--- config.mk ---
export PLATFORM = sky130hd
export DESIGN_NAME = ts_video_pid_pes_demux_core
export DESIGN_NICKNAME = d
export VERILOG_FILES = /design/src/hw/rtl/tspd_pkg.sv /design/src/hw/rtl/ts_video_pid_pes_demux_core.sv /design/src/hw/rtl/tspd_res_fifo.sv
export SDC_FILE = /design/constraint.sdc
export NUM_CORES = 1
export LEC_CHECK = 0
export BUFFER_PORTS_ARGS = -buffer_cell sky130_fd_sc_hd__buf_2
export CORE_MARGIN = 2
export CORE_UTILIZATION = 29
export CTS_BUF_LIST = sky130_fd_sc_hd__clkbuf_4
export DETAILED_ROUTE_END_ITERATION = 10
export MAX_ROUTING_LAYER = met4
export PLACE_DENSITY = 0.53
export SYNTH_ARGS = -nofsm -noshare
export SYNTH_HDL_FRONTEND = slang
export SYNTH_SLANG_ARGS = --single-unit
export TNS_END_PERCENT = 100
--- constraint.sdc ---
create_clock -name clk -period 11 [get_ports clk]
set_input_delay 0.55 -clock clk [delete_from_list [all_inputs] [get_ports clk]]
set_output_delay 0.55 -clock clk [all_outputs]
set_load 0.1 [all_outputs]
--- src/hw/rtl/tspd_pkg.sv ---
// ----------------------------------------------------------------------------
// tspd_pkg: shared types and constants of the transport stream PID/PES demux
// Defines the result item layout, result kinds, input commands and the
// packet framing constants used by the core, its result queue and checker.
// ----------------------------------------------------------------------------
`default_nettype none

package tspd_pkg;

	// Packet framing.
	localparam logic [7:0]  SYNC_BYTE    = 8'h47;
	localparam int          PKT_BYTES    = 188;
	localparam logic [7:0]  PKT_LAST     = 8'(PKT_BYTES - 1);
	localparam logic [8:0]  PKT_BYTES_W  = 9'(PKT_BYTES);
	// Latest payload offset that still leaves room for a PES header.
	localparam logic [7:0]  PES_OFS_MAX  = 8'(PKT_BYTES - 14);
	localparam logic [12:0] PID_RESET    = 13'h0100;

	// Header flag bits kept between bytes.
	localparam int FLAG_START = 6;
	localparam int FLAG_ADAPT = 5;

	// Input command codes (carried on s_tuser).
	localparam logic CMD_BYTE = 1'b0;
	localparam logic CMD_END  = 1'b1;

	// Result kinds (carried on m_tuser).
	typedef enum logic [1:0] {
		KIND_PAYLOAD = 2'd0,
		KIND_START   = 2'd1,
		KIND_PTS     = 2'd2,
		KIND_END     = 2'd3
	} kind_t;

	// One result item.
	typedef struct packed {
		kind_t       kind;
		logic        previous_complete;
		logic [32:0] timestamp;
		logic [7:0]  payload_byte;
	} res_t;

	// Results produced by one accepted input item, in delivery order.
	typedef struct packed {
		logic v0;
		logic v1;
		res_t r0;
		res_t r1;
	} push_t;

	// Result queue depth; two free slots are needed to take an item.
	localparam int QDEPTH = 4;
	localparam int QAW    = $clog2(QDEPTH);

endpackage

`default_nettype wire

--- src/hw/rtl/ts_video_pid_pes_demux_core.sv ---
// ----------------------------------------------------------------------------
// ts_video_pid_pes_demux_core: transport stream PID filter and PES splitter
// Keeps the packets of one PID, validates PES starts and emits unit starts,
// timestamps and payload bytes of the open unit.
// ----------------------------------------------------------------------------
// Usage:
// The slave stream takes one transport stream byte per item on s_tdata with
// s_tuser low, or an end-of-stream command with s_tuser high. The master
// stream gives result items: m_tuser is the kind (payload, unit start,
// timestamp, stream ended), m_tdata holds the byte, the 33-bit timestamp and
// the previous-unit-complete flag. The cfg channel writes the 13-bit PID and
// is always ready; write it only while the block is idle.
// An accepted item writes its results into the result queue at the accepting
// edge. One item per cycle is sustained while that queue has room; an item
// yields zero, one or two results into a four-entry result queue, and
// s_tready stays high while that queue has room for two results.
// When the receiver stalls, the queue fills and s_tready drops until it
// drains. Reset clears the packet state, the queue and sets the PID to 0x100.
// After a bad sync byte or an end command the block reports the end once and
// then swallows every item without results until reset.
// ----------------------------------------------------------------------------
`default_nettype none

module ts_video_pid_pes_demux_core
	import tspd_pkg::*;
(
	input  wire logic        clk,
	input  wire logic        arst_n,
	// Input stream.
	input  wire logic        s_tvalid,
	output logic             s_tready,
	input  wire logic [7:0]  s_tdata,   // [7:0] stream_byte
	input  wire logic        s_tuser,   // [0] command
	// Result stream.
	output logic             m_tvalid,
	input  wire logic        m_tready,
	output logic [47:0]      m_tdata,   // [7:0] payload_byte, [40:8] timestamp,
	                                    // [41] previous_complete, [47:42] zero
	output logic [1:0]       m_tuser,   // [1:0] kind
	// Configuration.
	input  wire logic        cfg_valid,
	output logic             cfg_ready,
	input  wire logic [12:0] cfg_data   // [12:0] video_pid
);

	logic [12:0] video_pid_q;
	logic [7:0]  pos_q,     pos_d;
	logic [7:0]  flags_q,   flags_d;
	logic        sel_q,     sel_d;
	logic [7:0]  ofs_q,     ofs_d;
	logic        pes_q,     pes_d;
	logic [7:0]  hlen_q,    hlen_d;
	logic        ptsp_q,    ptsp_d;
	logic [32:0] pts_q,     pts_d;
	logic        open_q,    open_d;
	logic        stopped_q, stopped_d;

	logic        acc;
	logic [7:0]  b;
	logic [7:0]  k;
	logic [8:0]  at;
	push_t       push;
	res_t        out_res;

	assign acc       = s_tvalid && s_tready;
	assign b         = s_tdata;
	assign k         = pos_q - ofs_q;
	assign at        = {1'b0, b} + 9'd5;
	assign cfg_ready = 1'b1;

	// Per-byte packet parsing and result generation.
	always_comb begin
		pos_d     = pos_q;
		flags_d   = flags_q;
		sel_d     = sel_q;
		ofs_d     = ofs_q;
		pes_d     = pes_q;
		hlen_d    = hlen_q;
		ptsp_d    = ptsp_q;
		pts_d     = pts_q;
		open_d    = open_q;
		stopped_d = stopped_q;
		push      = '0;
		push.r0.kind = KIND_PAYLOAD;
		push.r1.kind = KIND_PAYLOAD;
		if (acc && !stopped_q) begin
			if (s_tuser == CMD_END || (pos_q == '0 && b != SYNC_BYTE)) begin
				// Stream closes: report the end and stop.
				push.v0                   = 1'b1;
				push.r0.kind              = KIND_END;
				push.r0.previous_complete = open_q;
				open_d                    = 1'b0;
				stopped_d                 = 1'b1;
			end else begin
				pos_d = (pos_q == PKT_LAST) ? '0 : pos_q + 8'd1;
				if (pos_q == 8'd0) begin
					sel_d   = 1'b0;
					pes_d   = 1'b0;
					ptsp_d  = 1'b0;
					pts_d   = '0;
					hlen_d  = '0;
					ofs_d   = '0;
					flags_d = '0;
				end else if (pos_q == 8'd1) begin
					flags_d = b & 8'h5f;
				end else if (pos_q == 8'd2) begin
					sel_d = ({flags_q[4:0], b} == video_pid_q);
				end else if (pos_q == 8'd3) begin
					if (!b[4]) begin
						sel_d = 1'b0;
					end
					flags_d = (flags_q & 8'h40) | (b & 8'h20);
					ofs_d   = 8'd4;
				end else if (pos_q == 8'd4 && flags_q[FLAG_ADAPT]) begin
					// Adaptation field length; drop the packet if it overruns.
					if (at >= PKT_BYTES_W) begin
						sel_d = 1'b0;
						ofs_d = PKT_LAST;
					end else begin
						ofs_d = at[7:0];
					end
				end else if (sel_q && pos_q >= ofs_q) begin
					if (!flags_q[FLAG_START]) begin
						// Continuation payload of the open unit.
						if (open_q) begin
							push.v0              = 1'b1;
							push.r0.kind         = KIND_PAYLOAD;
							push.r0.payload_byte = b;
						end
					end else if (k == 8'd0) begin
						if (ofs_q > PES_OFS_MAX || b != 8'd0) begin
							sel_d = 1'b0;
						end
					end else if (k == 8'd1) begin
						if (b != 8'd0) begin
							sel_d = 1'b0;
						end
					end else if (k == 8'd2) begin
						// Start code complete: a new unit opens.
						if (b != 8'd1) begin
							sel_d = 1'b0;
						end else begin
							pes_d                     = 1'b1;
							push.v0                   = 1'b1;
							push.r0.kind              = KIND_START;
							push.r0.previous_complete = open_q;
							open_d                    = 1'b1;
						end
					end else if (pes_q) begin
						// PES header fields and the timestamp.
						case (k)
							8'd7:  ptsp_d = b[7];
							8'd8:  hlen_d = b;
							8'd9:  pts_d  = {b[3:1], 30'd0};
							8'd10: pts_d  = pts_q | {3'd0, b, 22'd0};
							8'd11: pts_d  = pts_q | {11'd0, b[7:1], 15'd0};
							8'd12: pts_d  = pts_q | {18'd0, b, 7'd0};
							8'd13: pts_d  = pts_q | {26'd0, b[7:1]};
							default: ;
						endcase
						if (k >= 8'd9 && (k - 8'd9) >= hlen_q) begin
							push.v0              = 1'b1;
							push.r0.kind         = KIND_PAYLOAD;
							push.r0.payload_byte = b;
						end
						if (k == 8'd13) begin
							if (push.v0) begin
								push.v1           = 1'b1;
								push.r1.kind      = KIND_PTS;
								push.r1.timestamp = ptsp_q ? pts_d : '0;
							end else begin
								push.v0           = 1'b1;
								push.r0.kind      = KIND_PTS;
								push.r0.timestamp = ptsp_q ? pts_d : '0;
							end
						end
					end
				end
			end
		end
	end

	// Parser state and configuration register.
	always_ff @(posedge clk or negedge arst_n) begin
		if (!arst_n) begin
			video_pid_q <= PID_RESET;
			pos_q       <= '0;
			flags_q     <= '0;
			sel_q       <= 1'b0;
			ofs_q       <= '0;
			pes_q       <= 1'b0;
			hlen_q      <= '0;
			ptsp_q      <= 1'b0;
			pts_q       <= '0;
			open_q      <= 1'b0;
			stopped_q   <= 1'b0;
		end else begin
			if (cfg_valid && cfg_ready) begin
				video_pid_q <= cfg_data;
			end
			pos_q     <= pos_d;
			flags_q   <= flags_d;
			sel_q     <= sel_d;
			ofs_q     <= ofs_d;
			pes_q     <= pes_d;
			hlen_q    <= hlen_d;
			ptsp_q    <= ptsp_d;
			pts_q     <= pts_d;
			open_q    <= open_d;
			stopped_q <= stopped_d;
		end
	end

	// Result queue between the parser and the master stream.
	tspd_res_fifo u_fifo (
		.clk       (clk),
		.arst_n    (arst_n),
		.push      (push),
		.room      (s_tready),
		.out_valid (m_tvalid),
		.out_ready (m_tready),
		.out_data  (out_res)
	);

	assign m_tuser = out_res.kind;
	assign m_tdata = {6'd0, out_res.previous_complete, out_res.timestamp,
		out_res.payload_byte};

endmodule

`default_nettype wire

--- src/hw/rtl/tspd_res_fifo.sv ---
// ----------------------------------------------------------------------------
// tspd_res_fifo: result queue of the demux
// Takes up to two result items per cycle and hands out one per cycle on the
// master stream side when out_ready is high; reports room for two more items.
// ----------------------------------------------------------------------------
`default_nettype none

module tspd_res_fifo
	import tspd_pkg::*;
(
	input  wire logic  clk,
	input  wire logic  arst_n,
	input  wire push_t push,
	output logic       room,
	output logic       out_valid,
	input  wire logic  out_ready,
	output res_t       out_data
);

	res_t             mem_q [QDEPTH];
	logic [QAW-1:0]   wr_ptr_q;
	logic [QAW-1:0]   rd_ptr_q;
	logic [QAW:0]     cnt_q;
	logic             pop;
	logic [QAW:0]     n_push;
	logic [QAW-1:0]   wr_ptr1;

	assign out_valid = (cnt_q != '0);
	assign out_data  = mem_q[rd_ptr_q];
	assign pop       = out_valid && out_ready;
	assign room      = (cnt_q <= (QAW+1)'(QDEPTH - 2));
	assign wr_ptr1   = wr_ptr_q + QAW'(1);

	// Number of items written this cycle; the second only follows the first.
	always_comb begin
		n_push = '0;
		if (push.v0 && push.v1) begin
			n_push = (QAW+1)'(2);
		end else if (push.v0) begin
			n_push = (QAW+1)'(1);
		end
	end

	// Storage writes.
	always_ff @(posedge clk) begin
		if (push.v0) begin
			mem_q[wr_ptr_q] <= push.r0;
		end
		if (push.v0 && push.v1) begin
			mem_q[wr_ptr1] <= push.r1;
		end
	end

	// Pointers and fill count.
	always_ff @(posedge clk or negedge arst_n) begin
		if (!arst_n) begin
			wr_ptr_q <= '0;
			rd_ptr_q <= '0;
			cnt_q    <= '0;
		end else begin
			wr_ptr_q <= wr_ptr_q + n_push[QAW-1:0];
			if (pop) begin
				rd_ptr_q <= rd_ptr_q + QAW'(1);
			end
			cnt_q <= cnt_q + n_push - (QAW+1)'(pop);
		end
	end

endmodule

`default_nettype wire

-- After elaboration in Yosys (flattened, before gate mapping)
Memories as Yosys holds them, arrays and structs flattened.
Index checks and enable logic that the tools add are counted.
- mux-type cells: 162
- add/sub/neg operators: 9
- magnitude comparators: 6
- bitwise gates (word level): 6
- equality and inequality tests: 38
- reductions and logical operators: 40
- operator list (cell ; count):
    33-bit 2-to-1 mux ; 29
    48-bit 2-to-1 mux ; 9
    8-bit 2-to-1 mux ; 22
    33-bit case mux with 5 select lines ; 1
    43-bit 2-to-1 mux ; 3
    1-bit 2-to-1 mux ; 69
    8-bit by 4-bit == test with 1-bit output (second input constant) ; 6
    2-bit 2-to-1 mux ; 21
    12-bit AND reduction ; 3
    34-bit 2-to-1 mux ; 1
    33-bit by 15-bit OR with 33-bit output ; 1
    33-bit by 22-bit OR with 33-bit output ; 1
    33-bit by 30-bit OR with 33-bit output ; 1
    33-bit by 7-bit OR with 33-bit output ; 1
    2-bit != test (second input constant) ; 16
    7-bit 2-to-1 mux ; 4
    13-bit AND reduction ; 2
    8-bit by 2-bit == test with 1-bit output (second input constant) ; 3
    2-bit nonzero test ; 9
    8-bit by 1-bit == test with 1-bit output (second input constant) ; 2
    8-bit by 3-bit == test with 1-bit output (second input constant) ; 2
    8-bit greater-or-equal comparator ; 2
    8-bit logical NOT ; 2
    7-bit nonzero test ; 2
    35 further kinds ; 49
- memory bits (writable): 176
- bits of input ports: 27
- flip-flop bits (word level): 89
- memories kept: 1
- output and inout bits: 53
- memory list (memory ; words ; width ; read ports ; clocked after Yosys merged registers in ; write ports ; line ; RTL):
    u_fifo.mem_q ; 4 ; 44 ; 1 ; 0 ; 2 ; tspd_res_fifo.sv:20 ; res_t mem_q [QDEPTH];

-- Depth between registers and ports, before layout
- depth after elaboration: 37
- mapped depth: 20
- gate-level depth less buffers: 19

-- Modules after synthesis
From an unflattened synthesis, not the netlist that was laid out.
- cells, all modules: 1151
- area total of the unflattened synthesis: 14923.1 um^2
- by module, submodules not included (module ; area each (um^2) ; cells each ; times used ; sequential area each (um^2)):
    tspd_res_fifo ; 9141.3 ; 470 ; 1 ; 5460.2
    ts_video_pid_pes_demux_core ; 5781.8 ; 681 ; 1 ; 2053.2

-- Least setup slack after synthesis
Ideal clock, no wire load.
- path type: register to register
- start: reg pos_q[0]
- end: mem u_fifo.mem_q[2][10] (netlist name) (enable)
- setup time: 0.472 ns
- setup slack: 4.250 ns
- stages on the path, launching flop included: 17
- arrival: 6.278 ns
- cell sequence: dfrtp_1 > inv_1 > ha_1 > inv_1 > fa_1 > xnor2_1 > nand3_1 > a21oi_1 > xnor2_1 > ha_1 > and3_1 > a221oi_1 > o21ai_0 > o31a_1 > nand3_1 > buf_2 > o21ai_0
- RTL lines (element ; line ; RTL):
    start: declaration ; ts_video_pid_pes_demux_core.sv:47 ; logic [7:0] pos_q, pos_d;
    start signal: assignment ; ts_video_pid_pes_demux_core.sv:201 ; pos_q <= pos_d;
    end: declaration ; tspd_res_fifo.sv:20 ;

==> impl_metrics.toml <==
[status]
status = "completed"

[power]
ir_worst_vdd_v = 0.000177
sw_frac_of_total = 0.468
seq_power_share = 0.278
power.density_mw_per_mm2 = 277
leakage_nw = 5.67
power.internal_w = 0.00227
comb_power_share = 0.495
clock_power_share = 0.227
switching_power_w = 0.00199

[grt]
grt_pass1_wl_um = 57900
grt_antenna_before_repair = 3
grt_start_max_net_pins = 60
grtUsageTotal = 0.163
overflow = 0
grt_pass1_vias = 10100

[worst_setup_path]
start_kind = "register"
worstSetupPathType = "register to register"
cp-end-kind = "register"
cp.required_ns = 11.41
cp_max_fo = 34
arrival_ns = 6.92
r2r_start = "pos_q[0]$_DFFE_PN0P_"
startpoint = "pos_q[0]$_DFFE_PN0P_"

[final_layout]
syn_to_final_growth_pct = 15.8
final_core_util = 0.340
final_net_count = 1362
fill_cells = 4636
seq_area_sq_mm = 0.00712
multi_input_area_sq_mm = 0.00569
drive_above_1_share = 0.227

[route]
drt-total-wl_um = 36800
wl_per_cell_um = 18.7
drt_iter0_drc = 669
dr.pass1.iters = 5
vias = 9878
ant_nets = 0
via_per_inst = 5.03
drc = 0

[yosys]
synthTopCellsByCount = "183 x nor2_1, 136 x edfxtp_1, 89 x o21ai_0"
syn_area_per_cell_sq_um = 11.1
synthFlopType = "edfxtp_1"
synth_area_leaders = "edfxtp_1 31%, dfrtp_1 17%, mux4_2 7.5%, dfxtp_1 6.0%, nor2_1 5.2%"
syn_area_sq_mm = 0.0133
synth.distinct_cells = 81
synth_top_area_frac = 0.308
yosysMostFrequentCell = "nor2_1"
seq_area_frac_synth = 0.536
yosys.area.top_type = "edfxtp_1"
async_flop_share = 0.336
synth_edf_count = 136
yosysWarningCount = 0
yosys_register_bits = 265
syn_inst = 1199

[clocking]
cts_setup_buffers = 0
root_buffer = "clkbuf_4"
clock_sinks = 265
cts_tree = "done"
numCtsBuffers = 76
cts_buffer_depth = 3
htree_levels = 3
cts_resized = 0
worstSkewPairLatency_ns = 0.80
path_clk_slew_ns = 0.06
hold_buffers = 14

[min_path]
min_from = "m_tready"
min_path_type = "primary input to register"

[timing]
hold_violations = 0
timing.final.crit_period_ns = 6.51
rsz0062_at_grt = "false"
slew_headroom = 0.0402
finalCritPeriodShare = 0.591
setup_slack_ns = 4.49
fmax_ghz = 0.154
setup_tns_ns = 0
tightest_slew_ns = 1.43
maxSlewViolCount = 0
setup_violations = 0
fin_skew_ns = 0.0468

[die]
die_h_um = 218
start_util = 0.293
rows = 78
core_sq_mm = 0.0453
die_w_um = 218
pin_count = 80
die-area_sq_mm = 0.0475

[placement]
dp_hpwl_um = 23100
portBuffers = 72
post-place-ws_ns = 4.47
place_congestion = 0.831

[flow_run]
cap_violations = 0
[state kept, by name, indices dropped and copies added (netlist names), 2 cells and up]
signal,count
u_fifo.rd_ptr_q,2
u_fifo.cnt_q,3
pts_q,33
u_fifo.mem_q,176
video_pid_q,13
flags_q,7
u_fifo.wr_ptr_q,2
hlen_q,8
pos_q,8
ofs_q,8
[critical path, cell delays in order, from the launching register on]
cell and delay [ns]:
dfrtp_1 0.40, inv_1 0.17, ha_1 0.19, inv_1 0.05, fa_1 0.48, xnor2_1 0.67, nand3_1 0.22, a21oi_1 0.26
xnor2_1 0.10, ha_1 0.30, and3_1 0.16, a221oi_1 0.07, o21ai_0 0.53, o31a_1 0.42, nand3_1 0.64, nor3_2 0.87
a21o_1 0.15, buf_4 0.44
[power by group through the flow]
stage | logic (W) | clock network (W) | registers, W
final | 0.00211 | 0.000969 | 0.00118
after global routing | 0.00228 | 0.00106 | 0.00119
after CTS | 0.00212 | 0.00100 | 0.00118
after detailed placement | 0.00210 | 0 | 0.00120
after global placement | 0.00209 | 0 | 0.00120
after floorplan | 0.00174 | 0 | 0.00116
[metal layers]
metal | vias to the layer above | wire length, um | global-route usage
li1 | 4631 | - | -
met1 | 4849 | 16100 | 0.206
met2 | 340 | 17500 | 0.256
met3 | 58 | 2430 | 0.0428
met4 | 0 | 722 | 0.0528
met5 | - | 0 | -
[cell type report]
type | count | share of cell area
sequential | 265 | 0.463
multi-input combinational | 816 | 0.370
clock buffer | 121 | 0.0591
tap | 600 | 0.0488
timing repair buffer | 105 | 0.0420
inverter | 37 | 0.00903
clock inverter | 14 | 0.00781
antenna | 4 | 0.000651
[cells in the final DEF, fill, tap and decap left out, types with 18 or more instances in the layout]
| master | count |
|---|---|
| buf_2 | 71 |
| xnor2_1 | 23 |
| nand3_1 | 24 |
| inv_1 | 37 |
| mux4_2 | 44 |
| nand4_1 | 26 |
| dfrtp_1 | 86 |
| buf_4 | 20 |
| nor2_1 | 183 |
| nor3_1 | 21 |
| clkbuf_4 | 121 |
| dfxtp_1 | 40 |
| edfxtp_1 | 136 |
| ha_1 | 32 |
| nand2_1 | 82 |
| xor2_1 | 18 |
| a22o_1 | 28 |
| o21ai_0 | 88 |
| a21oi_1 | 62 |
[cell families (layout without fill, tap and decap cells)]
kind of cell,count (synthesis),in the layout,synth area share
adders and majority gates,34,34,0.0332
other,2,11,0.000566
AOI/OAI and AO/OA,257,257,0.126
and+or+nand+nor,415,415,0.148
DFF,265,265,0.536
buffers and inverters,123,277,0.0400
muxes,62,62,0.0895
xor gates and xnor gates,41,41,0.0270
[per-stage QoR]
stage | hold slack (ns) | total power (W) | area [sq um] | instances
after floorplan | 0.254 | 0.00290 | 13300 | 1204
after global placement | 0.446 | 0.00329 | 14200 | 1809
after detailed placement | 0.457 | 0.00330 | 14200 | 1809
after CTS | 0.127 | 0.00430 | 15400 | 1958
after global routing | 0.167 | 0.00453 | 15400 | 1962
final | 0.176 | 0.00426 | 15400 | 1962
[worst paths after layout]
check / to / slack, ns / depth (start not counted)
hold / removal: u_fifo.rd_ptr_q[0]$_DFFE_PN0P_ / 0.18 / 3
hold reg to reg: u_fifo.rd_ptr_q[1]$_DFFE_PN0P_ / 0.46 / 1
min in group asynchronous: video_pid_q[2]$_DFFE_PN0P_ / 0.25 / 2
max in group asynchronous: u_fifo.rd_ptr_q[0]$_DFFE_PN0P_ / 9.57 / 3
setup / recovery: u_fifo.mem_q[0][15]$_DFFE_PP_ / 4.49 / 17
setup reg to reg: u_fifo.mem_q[0][15]$_DFFE_PP_ / 4.49 / 17
Power figures use the tool's default switching activity.
